--- src/itrl_pkg.sv ---
// ----------------------------------------------------------------------------
// itrl_pkg
// Shared types and constants for the interlocked timed relay lines block.
// ----------------------------------------------------------------------------
package itrl_pkg;

  localparam int unsigned MAX_LINES_DEF = 8;
  localparam int unsigned TIME_W        = 48;
  localparam int unsigned DEADLINE_W    = 49;
  localparam int unsigned DUR_W         = 16;
  localparam int unsigned PROD_W        = 26;
  localparam int unsigned CFG_IDX_W     = 3;
  localparam int unsigned CFG_DATA_W    = 64;

  localparam logic [9:0]  MS_PER_SECOND = 10'd1000;
  localparam logic [63:0] DEFAULT_WORD  = 64'h0258_0258_0258_0258;

  typedef enum logic [1:0] {
    REQ_CMD     = 2'd0,
    REQ_TICK    = 2'd1,
    REQ_ALL_OFF = 2'd2
  } req_type_e;

  typedef enum logic [1:0] {
    ST_OK       = 2'd0,
    ST_RANGE    = 2'd1,
    ST_DISABLED = 2'd2
  } status_e;

  typedef enum logic [CFG_IDX_W-1:0] {
    REG_INTERLOCK = 3'd0,
    REG_LINES     = 3'd1,
    REG_ENABLE    = 3'd2,
    REG_DUR_LOW   = 3'd3,
    REG_DUR_HIGH  = 3'd4
  } cfg_reg_e;

  typedef enum logic [2:0] {
    S_IDLE,
    S_EXEC,
    S_CMD,
    S_SCAN,
    S_DRAIN,
    S_DONE
  } state_e;

  typedef struct packed {
    logic         interlock_enable;
    logic [3:0]   lines_in_use;
    logic [7:0]   line_enable_mask;
    logic [127:0] default_durations;
  } cfg_t;

endpackage

--- src/itrl_if.sv ---
// ----------------------------------------------------------------------------
// itrl_if
// Valid/ready channels for requests, results and configuration writes.
// ----------------------------------------------------------------------------
interface itrl_req_if;
  logic        valid;
  logic        ready;
  logic [1:0]  req_type;
  logic [2:0]  line_index;
  logic        turn_on;
  logic [15:0] duration_seconds;
  logic [47:0] time_ms;

  modport source (output valid, req_type, line_index, turn_on, duration_seconds, time_ms,
                  input ready);
  modport sink   (input valid, req_type, line_index, turn_on, duration_seconds, time_ms,
                  output ready);
endinterface

interface itrl_rsp_if;
  logic       valid;
  logic       ready;
  logic [1:0] status;
  logic [7:0] relay_mask;
  logic [7:0] switched_off_mask;

  modport source (output valid, status, relay_mask, switched_off_mask, input ready);
  modport sink   (input valid, status, relay_mask, switched_off_mask, output ready);
endinterface

interface itrl_cfg_if;
  logic        valid;
  logic        ready;
  logic [2:0]  index;
  logic [63:0] data;

  modport source (output valid, index, data, input ready);
  modport sink   (input valid, index, data, output ready);
endinterface

--- src/itrl_cfg_regs.sv ---
// ----------------------------------------------------------------------------
// itrl_cfg_regs
// Configuration register file; any write to a listed register clears the lines.
// ----------------------------------------------------------------------------
module itrl_cfg_regs
  import itrl_pkg::*;
(
  input  logic       clk_i,
  input  logic       rst_ni,
  itrl_cfg_if.sink   cfg_i,
  input  logic       busy_i,
  output cfg_t       cfg_o,
  output logic       clear_o
);

  cfg_t cfg_q, cfg_d;
  logic wr;

  assign cfg_i.ready = !busy_i;
  assign wr          = cfg_i.valid && cfg_i.ready;

  always_comb begin
    cfg_d   = cfg_q;
    clear_o = 1'b0;
    if (wr) begin
      unique case (cfg_i.index)
        REG_INTERLOCK: begin
          cfg_d.interlock_enable = cfg_i.data[0];
          clear_o = 1'b1;
        end
        REG_LINES: begin
          cfg_d.lines_in_use = cfg_i.data[3:0];
          clear_o = 1'b1;
        end
        REG_ENABLE: begin
          cfg_d.line_enable_mask = cfg_i.data[7:0];
          clear_o = 1'b1;
        end
        REG_DUR_LOW: begin
          cfg_d.default_durations[63:0] = cfg_i.data;
          clear_o = 1'b1;
        end
        REG_DUR_HIGH: begin
          cfg_d.default_durations[127:64] = cfg_i.data;
          clear_o = 1'b1;
        end
        default: begin
          // writes beyond the register list are dropped
          clear_o = 1'b0;
        end
      endcase
    end
  end

  always_ff @(posedge clk_i or negedge rst_ni) begin
    if (!rst_ni) begin
      cfg_q.interlock_enable  <= 1'b1;
      cfg_q.lines_in_use      <= 4'd8;
      cfg_q.line_enable_mask  <= 8'hFF;
      cfg_q.default_durations <= {DEFAULT_WORD, DEFAULT_WORD};
    end else begin
      cfg_q <= cfg_d;
    end
  end

  assign cfg_o = cfg_q;

endmodule

--- src/interlocked_timed_relay_lines.sv ---
// ----------------------------------------------------------------------------
// interlocked_timed_relay_lines
// Relay line controller with per-line millisecond deadlines and interlock.
// ----------------------------------------------------------------------------
// Requests enter on req_i (line command, tick, all-off) and each one gives
// exactly one result on rsp_o: a status, the relay on mask after the request
// and the mask of lines switched off by it. cfg_i writes the five registers
// while the block is idle; a write to a listed register clears all lines.
// Deadlines live in a single-port-write memory with a registered read port.
// Switch-on command: the request is registered, EXEC multiplies the duration
// by 1000, CMD adds it to the time and writes it back, DONE loads the result.
// Tick: after EXEC, SCAN reads the deadline memory one line per cycle, DRAIN
// takes the last read data and DONE loads the result; each expired line is
// written back zero as its read data returns. Switch-off, all-off, rejected
// commands and ticks with no lines in use go from EXEC straight to DONE. One
// request is in flight at a time; the next is accepted once the previous
// result is in the output register, even if the receiver has not taken it.
// If the receiver stalls with a result still pending, a finished request
// waits in its final state. Reset switches every line off and restores the
// register defaults; the deadline memory needs no clearing as off lines are ignored.
// ----------------------------------------------------------------------------
module interlocked_timed_relay_lines
  import itrl_pkg::*;
#(
  parameter int unsigned MAX_LINES = MAX_LINES_DEF
) (
  input  logic        clk_i,
  input  logic        rst_ni,
  itrl_req_if.sink    req_i,
  itrl_rsp_if.source  rsp_o,
  itrl_cfg_if.sink    cfg_i
);

  localparam int unsigned LINE_AW = (MAX_LINES > 1) ? $clog2(MAX_LINES) : 1;

  state_e state_q, state_d;

  cfg_t cfg;
  logic cfg_clear;

  logic [1:0]        req_type_q;
  logic [2:0]        idx_q;
  logic              on_q;
  logic [DUR_W-1:0]  dur_q;
  logic [TIME_W-1:0] now_q;

  logic [MAX_LINES-1:0] line_on_q, line_on_d;
  logic [MAX_LINES-1:0] off_q, off_d;
  logic [MAX_LINES-1:0] count_mask;
  logic [1:0]           status_q, status_d;
  logic [PROD_W-1:0]    prod_q, prod_d;
  logic [LINE_AW-1:0]   scan_q, scan_d;
  logic [LINE_AW-1:0]   rd_idx_q, rd_idx_d;
  logic                 rd_v_q, rd_v_d;

  logic [DEADLINE_W-1:0] dl_mem [MAX_LINES];
  logic [DEADLINE_W-1:0] rd_data_q;
  logic                  mem_we;
  logic [LINE_AW-1:0]    mem_waddr, mem_raddr;
  logic [DEADLINE_W-1:0] mem_wdata;

  logic        out_valid_q;
  logic [1:0]  out_status_q;
  logic [7:0]  out_relay_q;
  logic [7:0]  out_off_q;
  logic        out_load;

  logic [3:0]       count;
  logic             accept;
  logic             last_scan;
  logic             tick_hit;
  logic [DUR_W-1:0] dur_sel;
  logic [LINE_AW-1:0] idx_a;

  itrl_cfg_regs u_cfg (
    .clk_i   (clk_i),
    .rst_ni  (rst_ni),
    .cfg_i   (cfg_i),
    .busy_i  (state_q != S_IDLE),
    .cfg_o   (cfg),
    .clear_o (cfg_clear)
  );

  assign count = (cfg.lines_in_use > 4'(MAX_LINES)) ? 4'(MAX_LINES) : cfg.lines_in_use;

  always_comb begin
    for (int i = 0; i < MAX_LINES; i++) begin
      count_mask[i] = (4'(i) < count);
    end
  end

  assign req_i.ready = (state_q == S_IDLE);
  assign accept      = req_i.valid && req_i.ready;
  assign idx_a       = idx_q[LINE_AW-1:0];
  assign last_scan   = ((4'(scan_q) + 4'd1) == count);
  assign dur_sel     = (dur_q == '0) ? cfg.default_durations[{idx_q, 4'b0000} +: DUR_W]
                                     : dur_q;
  assign tick_hit    = rd_v_q && line_on_q[rd_idx_q] && (rd_data_q != '0) &&
                       ({1'b0, now_q} >= rd_data_q);

  // next state
  always_comb begin
    state_d = state_q;
    unique case (state_q)
      S_IDLE: begin
        if (accept) state_d = S_EXEC;
      end
      S_EXEC: begin
        priority if (req_type_q == REQ_CMD) begin
          if (({1'b0, idx_q} < count) && cfg.line_enable_mask[idx_q] && on_q) begin
            state_d = S_CMD;
          end else begin
            state_d = S_DONE;
          end
        end else if (req_type_q == REQ_TICK) begin
          state_d = (count == 4'd0) ? S_DONE : S_SCAN;
        end else begin
          state_d = S_DONE;
        end
      end
      S_CMD:   state_d = S_DONE;
      S_SCAN:  state_d = last_scan ? S_DRAIN : S_SCAN;
      S_DRAIN: state_d = S_DONE;
      S_DONE: begin
        if (!out_valid_q || rsp_o.ready) state_d = S_IDLE;
      end
      default: state_d = S_IDLE;
    endcase
  end

  // datapath control
  always_comb begin
    line_on_d = line_on_q;
    off_d     = off_q;
    status_d  = status_q;
    prod_d    = prod_q;
    scan_d    = scan_q;
    rd_idx_d  = rd_idx_q;
    rd_v_d    = 1'b0;
    mem_we    = 1'b0;
    mem_waddr = idx_a;
    mem_wdata = '0;
    mem_raddr = scan_q;
    out_load  = 1'b0;

    unique case (state_q)
      S_IDLE: begin
        if (accept) begin
          off_d    = '0;
          status_d = ST_OK;
          scan_d   = '0;
        end
      end
      S_EXEC: begin
        prod_d = PROD_W'(dur_sel) * PROD_W'(MS_PER_SECOND);
        if (req_type_q == REQ_CMD) begin
          priority if ({1'b0, idx_q} >= count) begin
            status_d = ST_RANGE;
          end else if (!cfg.line_enable_mask[idx_q]) begin
            status_d = ST_DISABLED;
          end else if (!on_q) begin
            off_d[idx_a]     = line_on_q[idx_a];
            line_on_d[idx_a] = 1'b0;
            mem_we           = 1'b1;
          end else begin
            status_d = ST_OK;
          end
        end else if (req_type_q == REQ_ALL_OFF) begin
          off_d     = line_on_q;
          line_on_d = '0;
        end
      end
      S_CMD: begin
        if (cfg.interlock_enable) begin
          for (int i = 0; i < MAX_LINES; i++) begin
            if (LINE_AW'(i) != idx_a && count_mask[i] && line_on_q[i]) begin
              off_d[i]     = 1'b1;
              line_on_d[i] = 1'b0;
            end
          end
        end
        line_on_d[idx_a] = 1'b1;
        mem_we           = 1'b1;
        mem_wdata        = {1'b0, now_q} + DEADLINE_W'(prod_q);
      end
      S_SCAN: begin
        rd_v_d   = 1'b1;
        rd_idx_d = scan_q;
        scan_d   = scan_q + LINE_AW'(1);
      end
      S_DRAIN: begin
      end
      S_DONE: begin
        out_load = !out_valid_q || rsp_o.ready;
      end
      default: begin
      end
    endcase

    // compare returning deadline, write back zero for an expired line
    if (tick_hit) begin
      off_d[rd_idx_q]     = 1'b1;
      line_on_d[rd_idx_q] = 1'b0;
      mem_we              = 1'b1;
      mem_waddr           = rd_idx_q;
      mem_wdata           = '0;
    end
  end

  always_ff @(posedge clk_i or negedge rst_ni) begin
    if (!rst_ni) begin
      state_q     <= S_IDLE;
      line_on_q   <= '0;
      rd_v_q      <= 1'b0;
      out_valid_q <= 1'b0;
    end else begin
      state_q   <= state_d;
      line_on_q <= cfg_clear ? '0 : line_on_d;
      rd_v_q    <= rd_v_d;
      if (out_load) begin
        out_valid_q <= 1'b1;
      end else if (rsp_o.ready) begin
        out_valid_q <= 1'b0;
      end
    end
  end

  always_ff @(posedge clk_i) begin
    if (accept) begin
      req_type_q <= req_i.req_type;
      idx_q      <= req_i.line_index;
      on_q       <= req_i.turn_on;
      dur_q      <= req_i.duration_seconds;
      now_q      <= req_i.time_ms;
    end
    off_q    <= off_d;
    status_q <= status_d;
    prod_q   <= prod_d;
    scan_q   <= scan_d;
    rd_idx_q <= rd_idx_d;
    if (out_load) begin
      out_status_q <= status_q;
      out_relay_q  <= 8'(line_on_q);
      out_off_q    <= 8'(off_q);
    end
  end

  // deadline memory
  always_ff @(posedge clk_i) begin
    if (mem_we) dl_mem[mem_waddr] <= mem_wdata;
    rd_data_q <= dl_mem[mem_raddr];
  end

  assign rsp_o.valid             = out_valid_q;
  assign rsp_o.status            = out_status_q;
  assign rsp_o.relay_mask        = out_relay_q;
  assign rsp_o.switched_off_mask = out_off_q;

`ifndef SYNTHESIS
  a_no_line_beyond_count: assert property (@(posedge clk_i) disable iff (!rst_ni)
    (line_on_q & ~count_mask) == '0)
    else $error("line on at index beyond line count");

  a_interlock_single: assert property (@(posedge clk_i) disable iff (!rst_ni)
    cfg.interlock_enable |-> ($countones(line_on_q) <= 1))
    else $error("more than one line on with interlock set");

  a_read_in_scan: assert property (@(posedge clk_i) disable iff (!rst_ni)
    rd_v_q |-> (state_q == S_SCAN || state_q == S_DRAIN))
    else $error("deadline read returned outside a tick scan");

  a_result_from_done: assert property (@(posedge clk_i) disable iff (!rst_ni)
    $rose(out_valid_q) |-> $past(state_q) == S_DONE)
    else $error("result appeared outside the final state");

  a_cfg_clears: assert property (@(posedge clk_i) disable iff (!rst_ni)
    cfg_clear |=> line_on_q == '0)
    else $error("configuration write did not clear the lines");
`endif

endmodule
--- src/flat_wrapper.sv ---
// flat-port wrapper written by rule: the top's interface ports become plain ports
module interlocked_timed_relay_lines_flat import itrl_pkg::*;
#(
  parameter int unsigned MAX_LINES = MAX_LINES_DEF
)
  (clk_i, rst_ni, req_i_valid, req_i_req_type, req_i_line_index, req_i_turn_on, req_i_duration_seconds, req_i_time_ms, req_i_ready, rsp_o_valid, rsp_o_status, rsp_o_relay_mask, rsp_o_switched_off_mask, rsp_o_ready, cfg_i_valid, cfg_i_index, cfg_i_data, cfg_i_ready);
  itrl_req_if req_i_i ();
  itrl_rsp_if rsp_o_i ();
  itrl_cfg_if cfg_i_i ();
  input  logic clk_i;
  input  logic rst_ni;
  input wire logic [$bits(req_i_i.valid)-1:0] req_i_valid;
  input wire logic [$bits(req_i_i.req_type)-1:0] req_i_req_type;
  input wire logic [$bits(req_i_i.line_index)-1:0] req_i_line_index;
  input wire logic [$bits(req_i_i.turn_on)-1:0] req_i_turn_on;
  input wire logic [$bits(req_i_i.duration_seconds)-1:0] req_i_duration_seconds;
  input wire logic [$bits(req_i_i.time_ms)-1:0] req_i_time_ms;
  output wire logic [$bits(req_i_i.ready)-1:0] req_i_ready;
  output wire logic [$bits(rsp_o_i.valid)-1:0] rsp_o_valid;
  output wire logic [$bits(rsp_o_i.status)-1:0] rsp_o_status;
  output wire logic [$bits(rsp_o_i.relay_mask)-1:0] rsp_o_relay_mask;
  output wire logic [$bits(rsp_o_i.switched_off_mask)-1:0] rsp_o_switched_off_mask;
  input wire logic [$bits(rsp_o_i.ready)-1:0] rsp_o_ready;
  input wire logic [$bits(cfg_i_i.valid)-1:0] cfg_i_valid;
  input wire logic [$bits(cfg_i_i.index)-1:0] cfg_i_index;
  input wire logic [$bits(cfg_i_i.data)-1:0] cfg_i_data;
  output wire logic [$bits(cfg_i_i.ready)-1:0] cfg_i_ready;
  assign req_i_i.valid = req_i_valid;
  assign req_i_i.req_type = req_i_req_type;
  assign req_i_i.line_index = req_i_line_index;
  assign req_i_i.turn_on = req_i_turn_on;
  assign req_i_i.duration_seconds = req_i_duration_seconds;
  assign req_i_i.time_ms = req_i_time_ms;
  assign req_i_ready = req_i_i.ready;
  assign rsp_o_valid = rsp_o_i.valid;
  assign rsp_o_status = rsp_o_i.status;
  assign rsp_o_relay_mask = rsp_o_i.relay_mask;
  assign rsp_o_switched_off_mask = rsp_o_i.switched_off_mask;
  assign rsp_o_i.ready = rsp_o_ready;
  assign cfg_i_i.valid = cfg_i_valid;
  assign cfg_i_i.index = cfg_i_index;
  assign cfg_i_i.data = cfg_i_data;
  assign cfg_i_ready = cfg_i_i.ready;
  interlocked_timed_relay_lines #(.MAX_LINES(MAX_LINES)) u_core (.clk_i(clk_i), .rst_ni(rst_ni), .req_i(req_i_i), .rsp_o(rsp_o_i), .cfg_i(cfg_i_i));
endmodule
--- config.mk ---
export PLATFORM = sky130hd
export DESIGN_NAME = interlocked_timed_relay_lines_flat
export DESIGN_NICKNAME = d
export VERILOG_FILES = /design/src/itrl_pkg.sv /design/src/itrl_if.sv /design/src/itrl_cfg_regs.sv /design/src/interlocked_timed_relay_lines.sv /design/src/flat_wrapper.sv
export SDC_FILE = /design/constraint.sdc
export NUM_CORES = 1
export LEC_CHECK = 0
export ABC_AREA = 1
export BUFFER_PORTS_ARGS = -buffer_cell sky130_fd_sc_hd__buf_2
export CAP_MARGIN = 10
export CORE_UTILIZATION = 29
export DETAILED_ROUTE_END_ITERATION = 10
export GPL_TIMING_DRIVEN = 0
export PLACE_DENSITY = 0.47
export SYNTH_ARGS = -nofsm -noshare
export SYNTH_HDL_FRONTEND = slang
export SYNTH_SLANG_ARGS = --single-unit
export TNS_END_PERCENT = 30
--- constraint.sdc ---
create_clock -name clk_i -period 6.1 [get_ports clk_i]
set_clock_uncertainty 0.2 [all_clocks]
set_input_delay 1.22 -clock clk_i [delete_from_list [all_inputs] [get_ports clk_i]]
set_output_delay 1.22 -clock clk_i [all_outputs]
set_load 0.01 [all_outputs]
==> results of run 1 <==
-- cells in the final DEF (no fill, tap or decap), types with 43 or more instances in the layout --
master,instances
a21oi_1,118
a31oi_1,52
buf_2,175
clkbuf_1,112
clkbuf_16,86
dfrtp_1,112
dfxtp_1,57
edfxtp_1,511
fa_1,50
ha_1,121
inv_1,380
nand2_1,438
nand3_1,80
nor2_1,532
nor3_1,43
o21ai_0,359
o22ai_1,96
-- state kept, by name (all words and copies together), names as in the netlist, 8 cells and up --
name	flops
u_core.dl_mem	392
u_core.dur_q	16
u_core.line_on_q	8
u_core.now_q	48
u_core.off_q	8
u_core.prod_q	23
u_core.rd_data_q	49
u_core.rsp_o.relay_mask	8
u_core.rsp_o.switched_off_mask	8
u_core.u_cfg.cfg_o	141
-- area by class of cell --
| type | instances | area share [%] |
|---|---|---|
| Sequential cell | 722 | 49.68 |
| Multi-Input combinational cell | 2131 | 29.91 |
| Buffer | 126 | 1.552 |
| Tap cell | 1536 | 4.682 |
| Timing Repair Buffer | 208 | 3.445 |
| Inverter | 400 | 3.698 |
| Clock buffer | 120 | 5.627 |
| Clock inverter | 38 | 1.399 |
-- cell families (layout without fill, tap and decap cells) --
group,after synthesis,count (layout),synth area share [%]
fa+ha+maj,176,176,7.468
mux,34,34,1.109
simple gates,1161,1161,13.61
xor+xnor,50,50,1.269
compound gates,710,710,11.45
flops,722,722,59.08
buf+inv,526,892,6.007
-- power by group through the flow --
stage / Clock [mW] / Combinational (mW) / Sequential [mW]
after global placement: 0 / 9.04 / 7.50
after CTS: 5.39 / 9.33 / 7.39
final: 5.28 / 9.67 / 7.39
after floorplan: 0 / 6.44 / 7.19
after detailed placement: 0 / 9.13 / 7.47
after global routing: 5.57 / 10.9 / 7.47
-- metal layers --
metal | vias to the layer above | part of all wire, % | GRT usage [%]
met4 | 0 | 3.2 | 6.448
met5 | - | 0 | 0
met3 | 154 | 4.8 | 2.432
li1 | 12170 | - | -
met1 | 12640 | 47 | 25.65
met2 | 722 | 45 | 29.29
-- through the flow --
step	hold slack [ps]	power, mW	cells
finish	248.2	22.34	5281
global route	268.2	23.99	5281
CTS	251.9	22.10	5260
detailed placement	245.5	16.61	5096
global placement	242.5	16.55	5077
floorplan	200.3	13.63	3379
-- what timing repair did --
action	CTS	global route
gates resized for setup	32	58
setup endpoints to repair	15	13
buffers inserted	6	21
pin swaps	2	12
-- how the worst min path moves through the flow --
stage                                                  endpoint  depth (start not counted)
floorplan                      u_core.rsp_o.status[0]$_DFFE_PP_                          0
CTS                            u_core.rsp_o.status[1]$_DFFE_PP_                          0
global route                   u_core.rsp_o.status[1]$_DFFE_PP_                          0
finish                         u_core.rsp_o.status[1]$_DFFE_PP_                          0
detailed placement             u_core.rsp_o.status[1]$_DFFE_PP_                          0
global placement    u_core.rsp_o.switched_off_mask[0]$_DFFE_PP_                          0
-- critical path, delay by kind of cell (launching register included) --
| kind | cells | cell delay [ps] |
|---|---|---|
| AO/OA/AOI/OAI | 2 | 550 |
| AND/OR/NAND/NOR | 6 | 1240 |
| flip-flops | 1 | 550 |
| adder cells (fa/ha/maj) | 5 | 2270 |
| buffers and inverters | 5 | 710 |
| XOR/XNOR | 1 | 70 |
==> results by group, run 1 <==
Outcome
  • Status: finished clean

Power and ir drop
  • Sw power: 8.931 mW
  • Net Sw Frac: 39.97%
  • Gate power share: 43.3%
  • Max VDD drop: 0.5154 mV
  • Seq pwr share: roughly a third
  • Leak Pwr: 16.14 nW
  • Power density over cell area: 544.4 mW/mm²
  • Clk pwr share: 23.6%
  • Internal power: 13.41 mW

Global routing
  • Antenna violations before repair: 2
  • Largest net degree at the start of global routing: between 80 and 90
  • Vias in the first global route: between 20000 and 30000
  • First-pass GRT wire length: between 150000 and 200000 µm
  • Total global-route track usage: 18.41%
  • Residual overflow from global routing: 0

Synthesis
  • Synth area leaders: edfxtp_1 44%, dfrtp_1 8.1%, nor2_1 5.9%
  • Post-synth top flop: edfxtp_1
  • Post-Syn Area: between 0.03 and 0.04 mm²
  • Area share of the largest cell type after synthesis: 44.46%
  • Syn nets: 3697
  • Syn Area/Cell: 10.21 µm²
  • Yosys cell types: 56
  • EDFF count, synth: a little over 500
  • Top post-synthesis cells by count: 544 x nor2_1, 511 x edfxtp_1, 443 x nand2_1
  • Mapped Cells: 3379
  • YS warnings: 0
  • Register area share after synthesis: 59.08%
  • Post-synth ARST share: between 20% and 30%
  • Area leader, netlist: edfxtp_1
  • Post-synthesis sequential element count: 722
  • Leading cell type by number of instances after synthesis: nor2_1

Layout
  • Seq. cell area: 0.02039 mm²
  • Area of the multi-input gates: 0.01228 mm²
  • Share of post-route cells with drive strength above 1: 13.54%
  • Layout fillers: 11910
  • Area Growth Syn to Fin: 18.92%
  • Fin area: just over 0.04 mm²
  • Layout Nets: 3991
  • Post-layout util: a little over a third
  • Ant. Diodes: 0

Place
  • Gp weighted congestion: 0.9164
  • Post-Place Worst Slack: -895.1 ps
  • Cell Area, Placed: 0.03771 mm²
  • Post-DP HPWL: 81490 µm
  • Port Buf Inserts: about 160

Floorplan
  • FP Rows: about 130
  • Die X-Extent: 347.0 µm
  • Core ar.: 0.1181 mm²
  • Initial Util: 29.23%
  • Die height: 347.0 µm
  • Die area: approximately 0.12 mm²
  • Ports: 163

Clock tree
  • CTS tree: yes
  • Worst-path clk slew: 60 ps
  • H-tree Lvls: 3
  • CTS root buffer: clkbuf_16
  • Post-CTS Hold Buffers: 0
  • Num CTS Buffers: 84
  • Clk Latency, worst-skew pair: approximately 680 ps
  • Clock buffer depth: 3
  • Clk sink count: 722

Setup path
  • Worst r2r src: u_core.idx_a[0]$_DFFE_PP_
  • Crit Reg-Reg Endpoint: u_core.prod_q[23]$_DFFE_PP_
  • CP Capture Type: register
  • Critical Path Source: u_core.idx_a[0]$_DFFE_PP_
  • Worst reg2reg path depth: 19
  • Startpoint types: register
  • Slowest stage cell, crit path: fa_1
  • CP Cell Sequence: buf_4, nand2_4, buf_6, buf_6, o22ai_1, o311ai_2, nand2_1, fa_1, inv_1, fa_1, inv_1, fa_1, ha_1, ha_1, nand2_1, nor3_1, nand4_1, nand3_1, xor2_1
  • Critical path class: reg -> reg
  • Data required, critical path: 6320 ps
  • Worst setup endpoint: u_core.prod_q[23]$_DFFE_PP_
  • R2R setup slack: between 200 and 250 ps
  • Largest stage delay, worst path: about 620 ps
  • Worst-path fanout max: 10
  • Most frequent CP cell: fa_1
  • Data arrival, critical path: 6090 ps

Detailed routing
  • DRC: 0
  • DR vias/cell: 4.864
  • Drt first pass iters: 6
  • Final wirelength: 112300 µm
  • First DRT Iteration DRCs: 2100
  • Via count: 25690
  • Post-route ant nets: 0
  • Routed len/inst: 21.26 µm

Timing
  • Final WS setup: 228.8 ps
  • Slew headroom: 11.23%
  • Setup TNS: 0 ps
  • Period utilization: a little over nine tenths
  • Tmin final: 5871 ps
  • Hold Fails Final Rpt: 0
  • Slew @ Worst Pin: ~1300 ps
  • Fmax: between 150 and 200 MHz
  • Final Max Slew Viols: 0
  • Setup violators final: 0

Flow run
  • Max cap viols: 0

Hold path
  • Hold Path Class: reg -> reg
  • Hold path start: u_core.status_q[1]$_SDFFCE_PP0P_
(Power assumes the default switching activity.)
==> run 2: changes to the inputs <==
--- a/config.mk
+++ b/config.mk
@@ -9,6 +9,7 @@
 export BUFFER_PORTS_ARGS = -buffer_cell sky130_fd_sc_hd__buf_2
 export CAP_MARGIN = 10
 export CORE_UTILIZATION = 29
+export CTS_BUF_LIST = sky130_fd_sc_hd__clkbuf_4 sky130_fd_sc_hd__clkbuf_8
 export DETAILED_ROUTE_END_ITERATION = 10
 export GPL_TIMING_DRIVEN = 0
 export PLACE_DENSITY = 0.47
==> run 2 against run 1 <==
Against the previous run:
- combinational power is 0.4% higher
- total power down 2.2%
- global-route usage grew 0.30 points
- design area decreased by 0.38%
- critical path depth grew 6
- count of clock-buffer cells in the layout is 88 higher
- hold slack worse by 63 ps
==> results by group, run 2 (synthesized netlist as in run 1, its figures left out) <==
Outcome
  • Status: finished clean (unchanged)

Detailed routing
  • Final wirelength: 113100 µm (was 112300 µm)
  • First DRT Iteration DRCs: 2121 (was 2100)
  • Drt first pass iters: 6 (unchanged)
  • Post-route ant nets: 0 (unchanged)
  • DR vias/cell: 4.822 (was 4.864)
  • DRC: 0 (unchanged)
  • Routed len/inst: 21.09 µm (was 21.26 µm)
  • Via count: 25870 (was 25690)

Setup path
  • Startpoint types: register (unchanged)
  • Worst-path fanout max: 10 (unchanged)
  • Data arrival, critical path: 6320 ps (was 6090 ps)
  • CP Capture Type: register (unchanged)
  • Critical path class: reg -> reg (unchanged)
  • Data required, critical path: 6580 ps (was 6320 ps)

Power and ir drop
  • Internal power: 12.85 mW (was 13.41 mW)
  • Leak Pwr: 16.20 nW (was 16.14 nW)
  • Clk pwr share: 21.8% (was 23.6%)
  • Seq pwr share: 33.8% (was 33.1%)
  • Net Sw Frac: 41.21% (was 39.97%)
  • Sw power: 9.004 mW (was 8.931 mW)
  • Gate power share: 44.4% (was 43.3%)
  • Power density over cell area: 534.4 mW/mm² (was 544.4 mW/mm²)
  • Max VDD drop: 0.4812 mV (was 0.5154 mV)

Timing
  • Period utilization: 95.84% (was 96.25%)
  • Setup violators final: 0 (unchanged)
  • Slew @ Worst Pin: 1228 ps (was 1321 ps)
  • Hold Fails Final Rpt: 0 (unchanged)
  • Fmax: 171.0 MHz (was 170.3 MHz)
  • Tmin final: 5847 ps (was 5871 ps)
  • Final Max Slew Viols: 0 (unchanged)
  • Final WS setup: 253.5 ps (was 228.8 ps)
  • Hold Slack: 185.6 ps (was 248.2 ps)
  • Slew headroom: 17.50% (was 11.23%)

Clock tree
  • Clk Latency, worst-skew pair: 870 ps (was 680 ps)
  • CTS tree: yes (unchanged)
  • Worst-path clk slew: 60 ps (about the same)
  • Post-CTS Hold Buffers: 0 (unchanged)
  • Num CTS Buffers: 133 (was 84)
  • Clock buffer depth: 3 (unchanged)
  • Clk sink count: 722 (unchanged)
  • H-tree Lvls: 4 (was 3)
  • CTS root buffer: clkbuf_8 (was clkbuf_16)

Layout
  • Post-layout util: 34.63% (was 34.76%)
  • Layout Nets: 4038 (was 3991)
  • Most common cell after layout, fill and taps aside: nor2_1 (unchanged)
  • Largest register FFs: 392 (unchanged)
  • Area Growth Syn to Fin: 18.47% (was 18.92%)
  • Most frequent cells in the layout: 531 x nor2_1, 511 x edfxtp_1, 436 x nand2_1, 379 x inv_1, 360 x o21ai_0 (was 532 x nor2_1, 511 x edfxtp_1, 438 x nand2_1, 380 x inv_1, 359 x o21ai_0)
  • Share of post-route cells with drive strength above 1: 16.38% (was 13.54%)
  • Reg with most FFs: u_core.dl_mem (unchanged)
  • Layout fillers: 11970 (was 11910)

Global routing
  • Vias in the first global route: 26000 (was 25430)
  • Total global-route track usage: 18.72% (was 18.41%)
  • Largest net degree at the start of global routing: 89 (unchanged)
  • Antenna violations before repair: 4 (was 2)
  • Residual overflow from global routing: 0 (unchanged)
  • First-pass GRT wire length: 166800 µm (was 165400 µm)

Floorplan
  • Core ar.: 0.1181 mm² (unchanged)
  • Ports: 163 (unchanged)
  • FP Rows: 126 (unchanged)
  • Die area: 0.1204 mm² (unchanged)
  • Die height: 347.0 µm (unchanged)
  • Die X-Extent: 347.0 µm (unchanged)
  • Initial Util: 29.23% (unchanged)

Hold path
  • Hold Path Class: in -> async (was reg -> reg)

Flow run
  • Max cap viols: 0 (unchanged)

Place
  • Gp weighted congestion: 0.9164 (unchanged)
  • Post-Place Worst Slack: -895.1 ps (unchanged)
  • Post-DP HPWL: 81490 µm (unchanged)
  • Port Buf Inserts: 162 (unchanged)
## run 2: cell count changes in the layout (fill, tap and decap cells not counted), sizes merged
cell	change
clkbuf	+87
inv	+7
bufinv	-11
buf	-1
diode	+1
clkinvlp	-1
clkinv	+2
## run 2: worst paths after layout
| check | startpoint | end | slack (ps) | depth (start not counted) |
|---|---|---|---|---|
| hold reg to reg | u_core.off_q[0]$_DFF_P_ | u_core.rsp_o.switched_off_mask[0]$_DFFE_PP_ | 250 | 0 |
| hold / removal | rst_ni | u_core.u_cfg.cfg_o[98]$_DFFE_PN0P_ | 190 | 1 |
| min in group clk_i | u_core.off_q[0]$_DFF_P_ | u_core.rsp_o.switched_off_mask[0]$_DFFE_PP_ | 250 | 0 |
| setup / recovery | u_core.idx_a[0]$_DFFE_PP_ | u_core.prod_q[18]$_DFFE_PP_ | 250 | 25 |
| setup reg to reg | u_core.idx_a[0]$_DFFE_PP_ | u_core.prod_q[18]$_DFFE_PP_ | 250 | 25 |
| max in group asynchronous | rst_ni | u_core.u_cfg.cfg_o[25]$_DFFE_PN1P_ | 4680 | 2 |
## run 2: cell type report
cell class / instances / area, µm² / area share [%]
Antenna cell: 1 / 2.502 / 0.006120
Buffer: 126 / 645.6 / 1.579
Multi-Input combinational cell: 2131 / 12320 / 30.12
Inverter: 400 / 1518 / 3.712
Sequential cell: 722 / 20390 / 49.87
Timing Repair Buffer: 206 / 1399 / 3.421
Clock buffer: 208 / 2444 / 5.976
Tap cell: 1536 / 1922 / 4.700
Clock inverter: 35 / 250.2 / 0.6120
## run 2: per-layer routing
metal	wire [µm]	vias to the layer above	GRT usage, %
li1	-	12300	-
met1	51790	12640	25.43
met2	51280	750	29.33
met3	6494	179	3.472
met4	3547	2	7.540
met5	13	-	0
## run 2: timing repair
action / in CTS / in global routing
setup buffers: 7 / 18
hold endpoints to repair: 0 / 0
pin swaps: 4 / 15
setup endpoints to repair: 15 / 13
gates resized for setup: 36 / 67
## run 2: stage by stage
step / cell area, µm² / setup TNS (ps) / total power, mW / std cells
after global placement: 37250 / -623230 / 16.55 / 5077
after detailed placement: 37710 / -8510 / 16.61 / 5096
final: 40890 / 0 / 21.85 / 5365
after floorplan: 34510 / 0 / 13.63 / 3379
after global routing: 40890 / -40.01 / 23.55 / 5365
after CTS: 40530 / 0 / 21.67 / 5346
## run 2: critical path, stage by stage (launching register included)
cell and delay, ps:
edfxtp_1 580, nand2_2 130, buf_8 180, buf_12 160
buf_6 160, o22ai_4 170, a221oi_1 70, nand2_1 70
o311ai_1 80, nand2_1 130, inv_1 90, fa_1 560
inv_2 50, fa_1 490, inv_1 50, fa_1 490
fa_1 510, inv_1 60, ha_4 280, nand3_1 70
nand2_1 120, a21oi_2 80, o21ai_0 280, a21boi_1 140
o21ai_0 210, xor2_1 220
## run 2: power by group through the flow
stage          logic (mW)  clock network, mW  registers, mW
5_1_grt              11.0               5.10           7.47
4_1_cts              9.39               4.89           7.39
2_1_floorplan        6.44                  0           7.19
3_5_place_dp         9.13                  0           7.47
6_report             9.71               4.75           7.39
3_3_place_gp         9.04                  0           7.50
